File: src/rtl/btmx_pkg.sv
// Shared constants, codes and interface types of the binary trie max-XOR multiset.
`default_nettype none
package btmx_pkg;

    // Key width and node pool size.
    localparam int KEY_BITS  = 31;
    localparam int NODE_POOL = 65536;
    localparam int NODE_W    = $clog2(NODE_POOL);
    localparam int FREE_W    = NODE_W + 1;
    localparam int POS_W     = (KEY_BITS > 1) ? $clog2(KEY_BITS) : 1;
    localparam int CNT_W     = 32;
    localparam int TOTAL_W   = 32;
    localparam int LINK_W    = 2 * NODE_W;

    // Highest next-free index at which an insert still has KEY_BITS nodes available.
    localparam logic [FREE_W-1:0] FREE_LIMIT = FREE_W'(NODE_POOL - KEY_BITS);
    localparam logic [POS_W-1:0]  POS_TOP    = POS_W'(KEY_BITS - 1);

    // Operation codes.
    localparam logic [1:0] FN_INS = 2'd0;
    localparam logic [1:0] FN_DEL = 2'd1;
    localparam logic [1:0] FN_QRY = 2'd2;

    // Result status codes.
    localparam logic [1:0] ST_OK     = 2'd0;
    localparam logic [1:0] ST_FULL   = 2'd1;
    localparam logic [1:0] ST_ABSENT = 2'd2;
    localparam logic [1:0] ST_EMPTY  = 2'd3;

    // Source of the next node when the walk steps down one level.
    localparam logic [1:0] ADV_NX   = 2'd0;
    localparam logic [1:0] ADV_ALT  = 2'd1;
    localparam logic [1:0] ADV_LINK = 2'd2;

    // Input and result payloads.
    typedef struct packed {
        logic [1:0]          func;
        logic [KEY_BITS-1:0] key_value;
    } t_in;

    typedef struct packed {
        logic [KEY_BITS-1:0] max_xor;
        logic [1:0]          status;
    } t_out;

    // Commands from the controller to the datapath.
    typedef struct packed {
        logic       load;
        logic       alloc;
        logic       link_clr;
        logic       cnt_rd;
        logic       cnt_inc;
        logic       cnt_dec;
        logic       adv;
        logic [1:0] adv_src;
        logic       acc_set;
        logic       restart;
        logic       tot_inc;
        logic       tot_dec;
        logic       out_load;
        logic [1:0] out_st;
    } t_cmd;

    // Status from the datapath to the controller.
    typedef struct packed {
        logic [1:0] func;
        logic       link_none;
        logic       cnt_zero;
        logic       last;
        logic       ins_blocked;
        logic       set_empty;
        logic       out_free;
    } t_sts;

endpackage
`default_nettype wire

File: src/rtl/btmx_ctrl.sv
// Controller state machine that sequences the trie walks.
`default_nettype none
module btmx_ctrl (
    input  wire logic            i_clk,
    input  wire logic            i_rst_n,
    input  wire logic            i_valid,
    output logic                 o_ready,
    input  wire btmx_pkg::t_sts  i_sts,
    output btmx_pkg::t_cmd       o_cmd
);
    import btmx_pkg::*;

    localparam logic [2:0] S_IDLE   = 3'd0;
    localparam logic [2:0] S_START  = 3'd1;
    localparam logic [2:0] S_L_RD   = 3'd2;
    localparam logic [2:0] S_L_WAIT = 3'd3;
    localparam logic [2:0] S_INIT   = 3'd4;
    localparam logic [2:0] S_C_WAIT = 3'd5;
    localparam logic [2:0] S_DONE   = 3'd6;

    logic [2:0] r_state, n_state;
    logic       r_pass, n_pass;
    logic [1:0] r_res, n_res;

    // State, pass and result registers.
    always_ff @(posedge i_clk) begin
        if (!i_rst_n) begin
            r_state <= S_IDLE;
            r_pass  <= 1'b0;
            r_res   <= ST_OK;
        end else begin
            r_state <= n_state;
            r_pass  <= n_pass;
            r_res   <= n_res;
        end
    end

    assign o_ready = (r_state == S_IDLE);

    // Next state and command decode.
    always_comb begin
        n_state = r_state;
        n_pass  = r_pass;
        n_res   = r_res;
        o_cmd   = '0;
        case (r_state)
            S_IDLE: begin
                if (i_valid) begin
                    o_cmd.load = 1'b1;
                    n_pass     = 1'b0;
                    n_res      = ST_OK;
                    n_state    = S_START;
                end
            end
            S_START: begin
                case (i_sts.func)
                    FN_INS: begin
                        if (i_sts.ins_blocked) begin
                            n_res   = ST_FULL;
                            n_state = S_DONE;
                        end else begin
                            n_state = S_L_RD;
                        end
                    end
                    FN_DEL: begin
                        n_state = S_L_RD;
                    end
                    FN_QRY: begin
                        if (i_sts.set_empty) begin
                            n_res   = ST_EMPTY;
                            n_state = S_DONE;
                        end else begin
                            n_state = S_L_RD;
                        end
                    end
                    default: begin
                        n_state = S_DONE;
                    end
                endcase
            end
            S_L_RD: begin
                // The link memory reads the current node in this cycle.
                n_state = S_L_WAIT;
            end
            S_L_WAIT: begin
                // Link pair of the current node is on the RAM output.
                case (i_sts.func)
                    FN_INS: begin
                        if (i_sts.link_none) begin
                            o_cmd.alloc = 1'b1;
                            n_state     = S_INIT;
                        end else begin
                            o_cmd.cnt_rd = 1'b1;
                            n_state      = S_C_WAIT;
                        end
                    end
                    FN_DEL: begin
                        if (i_sts.link_none && !r_pass) begin
                            n_res   = ST_ABSENT;
                            n_state = S_DONE;
                        end else begin
                            o_cmd.cnt_rd = 1'b1;
                            n_state      = S_C_WAIT;
                        end
                    end
                    FN_QRY: begin
                        if (i_sts.link_none) begin
                            o_cmd.adv     = 1'b1;
                            o_cmd.adv_src = ADV_LINK;
                            n_state       = i_sts.last ? S_DONE : S_L_RD;
                        end else begin
                            o_cmd.cnt_rd = 1'b1;
                            n_state      = S_C_WAIT;
                        end
                    end
                    default: begin
                        n_state = S_DONE;
                    end
                endcase
            end
            S_INIT: begin
                // Clear the links of the freshly allocated node.
                o_cmd.link_clr = 1'b1;
                o_cmd.adv      = 1'b1;
                o_cmd.adv_src  = ADV_NX;
                if (i_sts.last) begin
                    o_cmd.tot_inc = 1'b1;
                    n_state       = S_DONE;
                end else begin
                    n_state = S_L_RD;
                end
            end
            S_C_WAIT: begin
                // Count of the selected child is on the RAM output.
                case (i_sts.func)
                    FN_INS: begin
                        o_cmd.cnt_inc = 1'b1;
                        o_cmd.adv     = 1'b1;
                        o_cmd.adv_src = ADV_NX;
                        if (i_sts.last) begin
                            o_cmd.tot_inc = 1'b1;
                            n_state       = S_DONE;
                        end else begin
                            n_state = S_L_RD;
                        end
                    end
                    FN_DEL: begin
                        if (!r_pass) begin
                            if (i_sts.cnt_zero) begin
                                n_res   = ST_ABSENT;
                                n_state = S_DONE;
                            end else if (i_sts.last) begin
                                o_cmd.restart = 1'b1;
                                n_pass        = 1'b1;
                                n_state       = S_L_RD;
                            end else begin
                                o_cmd.adv     = 1'b1;
                                o_cmd.adv_src = ADV_NX;
                                n_state       = S_L_RD;
                            end
                        end else begin
                            o_cmd.cnt_dec = 1'b1;
                            o_cmd.adv     = 1'b1;
                            o_cmd.adv_src = ADV_NX;
                            if (i_sts.last) begin
                                o_cmd.tot_dec = 1'b1;
                                n_state       = S_DONE;
                            end else begin
                                n_state = S_L_RD;
                            end
                        end
                    end
                    FN_QRY: begin
                        o_cmd.adv = 1'b1;
                        if (i_sts.cnt_zero) begin
                            o_cmd.adv_src = ADV_ALT;
                        end else begin
                            o_cmd.adv_src = ADV_NX;
                            o_cmd.acc_set = 1'b1;
                        end
                        n_state = i_sts.last ? S_DONE : S_L_RD;
                    end
                    default: begin
                        n_state = S_DONE;
                    end
                endcase
            end
            S_DONE: begin
                // Hand the result to the output register once it is free.
                if (i_sts.out_free) begin
                    o_cmd.out_load = 1'b1;
                    o_cmd.out_st   = r_res;
                    n_state        = S_IDLE;
                end
            end
            default: begin
                n_state = S_IDLE;
            end
        endcase
    end

endmodule
`default_nettype wire

File: config.mk
export PLATFORM = sky130hd
export DESIGN_NAME = btmx_ctrl
export DESIGN_NICKNAME = d
export VERILOG_FILES = /design/src/rtl/btmx_pkg.sv /design/src/rtl/btmx_ctrl.sv
export SDC_FILE = /design/constraint.sdc
export NUM_CORES = 1
export LEC_CHECK = 0
export ABC_AREA = 1
export BUFFER_PORTS_ARGS = -buffer_cell sky130_fd_sc_hd__buf_2
export CORE_MARGIN = 5
export CORE_UTILIZATION = 49
export DETAILED_ROUTE_END_ITERATION = 12
export MAX_ROUTING_LAYER = met4
export PLACE_DENSITY = 0.82
export SYNTH_ARGS = -nofsm -noshare
export SYNTH_HDL_FRONTEND = slang
export SYNTH_SLANG_ARGS = --single-unit
File: constraint.sdc
create_clock -name i_clk -period 2.7 [get_ports i_clk]
set_input_delay 0 -clock i_clk [delete_from_list [all_inputs] [get_ports i_clk]]
set_output_delay 0 -clock i_clk [all_outputs]
set_load 0.02 [all_outputs]
After elaboration in Yosys (flattened, before gate mapping). Index checks and enable logic that the tools add are counted.

Mux-type cells: 64. Magnitude comparators: 0. Reductions and logical operators: 10. Multipliers: 0. Div/mod/pow operators: 0. Bitwise operators: 0. Equal/unequal tests: 18. Add/sub/neg operators: 0. Shifts and indexed selects: 0.

Operators by type and width (number): two-way mux 3 bit (15); one-hot mux 3 bit (3 select lines) (4); two-way mux 1 bit (27); two-way mux 2 bit (11); one-hot mux 3 bit (7 select lines) (1); inequality test 2 bit, second input constant (6); AND reduction 10 bit (1); equality test 3 bit, second input constant (3); inequality test 3 bit, second input constant (3); one-hot mux 2 bit (4 select lines) (1); equality test 3 x 2 -> 1 bit, second input constant (2); one-hot mux 1 bit (2 select lines) (3); one-hot mux 3 bit (2 select lines) (1); one-hot mux 2 bit (2 select lines) (1); nonzero test 4 bit (1); equality test 3 x 1 -> 1 bit, second input constant (1); logical NOT 3 bit (1); AND reduction 3 bit (1); equality test 2 x 1 -> 1 bit, second input constant (1); equality test 2 bit, second input constant (1); logical NOT 2 bit (1); inequality test 2 x 1 -> 1 bit, second input constant (1); AND reduction 2 bit (1); nonzero test 2 bit (1); other kinds (3) (3).

Bits in read-only memories: 0. Memory bits (writable): 0. Input port bits: 11. Output and inout bits: 17. Memories: 0. Bits in latches: 0. Register bits: 6. Word-level logic and storage cells: 95.

Depth between registers and ports, before layout.
Word-level depth: 5. Depth in mapped cells: 9. Gate-level depth less buffers: 9.

Worst setup path before layout. OpenSTA, ideal clock, no wires.

Kind: register -> register. Start point: register r_state[2]. End point: register r_pass. Period minus slack after synthesis: 1288 ps. Cell stages (with the launch flop): 7. Buffers on the path: 0. Library setup time: 120 ps. Data required time: 2580 ps. Setup slack: 1412 ps. Arrival time: 1168 ps. Cell sequence: dfxtp_1 inv_2 nand2_1 nor2_1 inv_1 o21ai_0 a21oi_1.

Word-level cells in the longest chain between the ends: 3. Elaborated cells between the ends (all ways): 7. Classes of those cells: eq/ne (3); mux (1); reduce/logical (3).

Ends and longest elaborated chain: start, declared (line btmx_ctrl.sv:21) `logic [2:0] r_state, n_state;`; start signal, assigned (line btmx_ctrl.sv:32) `r_state <= n_state;`; logical NOT 3 bit *; net o_ready (line btmx_ctrl.sv:7) `output logic o_ready,`; inequality test 2 bit (no line) or nonzero test 2 bit (tied branches); AND reduction 3 bit (no line); end signal, assigned (line btmx_ctrl.sv:33) `r_pass <= n_pass;`; end, declared (line btmx_ctrl.sv:22) `logic r_pass, n_pass;`.

Mark *: on every way through the listed nets, which the timed path passes. The rest lies on a longest branch. A chain may end at the register's enable or synchronous reset.

==> reports/results.tsv <==
metric	value	unit
outcome	complete, no violations	
post-synthesis instance total	124	
Resized Gates After CTS	0	
DR WL/cell	10.79	um
Final Wtd Congestion	0.8705	
die area	0.002147	sq mm
CP Launch Type	register	
Tmin final	1451	ps
VDD IR max	0.5330	mV
GR Overflow Total	0	
TritonCTS clock tree	done	
WS Path Type	reg2out	
Initial Utilization	0.5099	
worst path required time	2700	ps
hold_buf cts	0	
commonest non-fill, non-tap cell in the layout	nand2_1	
global-route wire length before repair	2967	um
core area	0.001269	sq mm
port bufs	27	
clock skew	1.308	ps
CP endpoint kind	output pin	
Final Max Slew Viols	0	
pwr dens	897.6	mW/mm^2
post-route ant nets	0	
Die Ht	46.34	um
crit path DAT	1450	ps
Post-CTS Setup Inserts	0	
cell area after synthesis	646.9	sq um
Starting DRT DRC Count	17	
largest net degree at the start of global routing	12	
clock buffer depth	2	
GRT Resource Usage Total	0.1990	
Hold Crit Class	in2reg	
CTS Root Cell	clkbuf_4	
final worst-path cycle share	0.5374	
Final nets	166	
drt via density	5.030	
Max Freq	689.2	MHz
Setup violations, final	0	
final hold vios	0	
Clock Pin Slew Worst Setup and Hold Paths	40	ps
antenna cells	0	
leakage	0.4958	nW
Finished Core Util	0.6400	
area grow syn2layout	25.53	%
Synth cell types	18	
total clock buffers created by CTS	3	
Final HPWL DP	1482	um
initial antenna violation count	0	
flops & latches, synth	6	
IO Pins	28	
RSZ-0062 raised after global routing	no	
drt drc	0	
post-route setup TNS	0	ps
CTS sink count	6	
# rows	13	
layout cells sized above 1	0.2614	
Yosys warning count	0	
vias in the first global route	748	
drt first pass iters	4	
Least-Margin Pin Slew	320.2	ps
Vias	845	
Clk Latency, worst-skew pair	240	ps
critical path fanouts, max	6	
Max-slew headroom	0.7858	
syn_nets	135	
Die Wd	46.34	um
max-cap violations	0	
syn_area_per_cell	5.217	sq um
H-tree depth	1	
overall routed net length	1813	um
most frequent cells in the layout	nand2_1, buf_2, nor2_1	
post-synthesis sequential area ratio	0.1857	
[registers in the layout, summed over array words and instances (netlist names)]
register / flops
r_res: 2
r_state: 3
r_pass: 1
[worst max-delay path: stages, from the launching register on]
cell,delay [ps]
dfxtp_1,350
inv_2,120
nand2_1,90
nor2_1,270
inv_1,100
nor2_1,100
buf_2,170
[area by class of cell]
| cell class | count | area (sq um) |
|---|---|---|
| Inverter | 22 | 82.58 |
| Clock buffer | 3 | 22.52 |
| Tap cell | 15 | 18.77 |
| Multi-Input combinational cell | 95 | 432.9 |
| Timing Repair Buffer | 27 | 135.1 |
| Fill cell | 123 | 456.7 |
| Sequential cell | 6 | 120.1 |
[through the flow]
stage / power [W] / hold WS (ps) / setup slack, ps / instances / instance area, sq um
2_1_floorplan: 0.0005276 / 88.67 / 1412 / 124 / 646.9
3_3_place_gp: 0.0006284 / 273.2 / 1376 / 165 / 789.5
3_5_place_dp: 0.0006402 / 275.2 / 1313 / 165 / 789.5
4_1_cts: 0.0007249 / 20.35 / 1306 / 168 / 812.0
5_1_grt: 0.0007974 / 38.74 / 1159 / 168 / 812.0
6_report: 0.0007288 / 23.68 / 1249 / 168 / 812.0
[logic make-up (layout without fill, tap and decap cells)]
family | count (synthesis) | count (layout) | share of synthesized area
buffers and inverters | 23 | 52 | 0.1451
AND/OR/NAND/NOR | 78 | 78 | 0.5203
flip-flops | 6 | 6 | 0.1857
AO/OA/AOI/OAI | 17 | 17 | 0.1489
[synth_stat cells]
library cell	n	area share
nand3_1	8	0.062
nand3_2	1	0.015
inv_1	19	0.11
nor2_4	2	0.035
o21ai_1	2	0.015
a21oi_2	1	0.014
buf_6	1	0.017
nor2_2	2	0.019
a21oi_1	8	0.062
nor2_1	24	0.14
o211ai_1	2	0.023
inv_2	3	0.017
nand2_2	1	0.0097
a211oi_1	1	0.012
o21ai_0	3	0.023
dfxtp_1	6	0.19
nand2_1	36	0.21
nor3_1	4	0.031
[where the power goes]
group          switching [W]   total, W  internal (W)
Sequential         0.0000445   0.000169      0.000124
Clock              0.0000300  0.0000801     0.0000501
Combinational       0.000320   0.000480      0.000160
Total               0.000394   0.000729      0.000334
[metal layers]
layer / global-route usage / up-vias / part of all wire
li1: - / 447 / -
met2: 0.3269 / 25 / 0.47
met1: 0.2349 / 367 / 0.46
met5: - / - / 0
met3: 0.04688 / 6 / 0.053
met4: 0.06818 / 0 / 0.016
[final timing paths]
kind	start	end	slack, ps	cells after the start
hold / removal	i_rst_n	r_res[0]$_SDFFE_PN0P_	20	3
setup / recovery	r_state[2]$_SDFFE_PN0P_	o_cmd[15]	1250	6
hold reg to reg	r_res[0]$_SDFFE_PN0P_	r_res[0]$_SDFFE_PN0P_	480	2
setup reg to reg	r_state[0]$_SDFFE_PN0P_	r_res[1]$_SDFFE_PN0P_	1310	5
No activity file was read; power rests on OpenSTA's default activity.
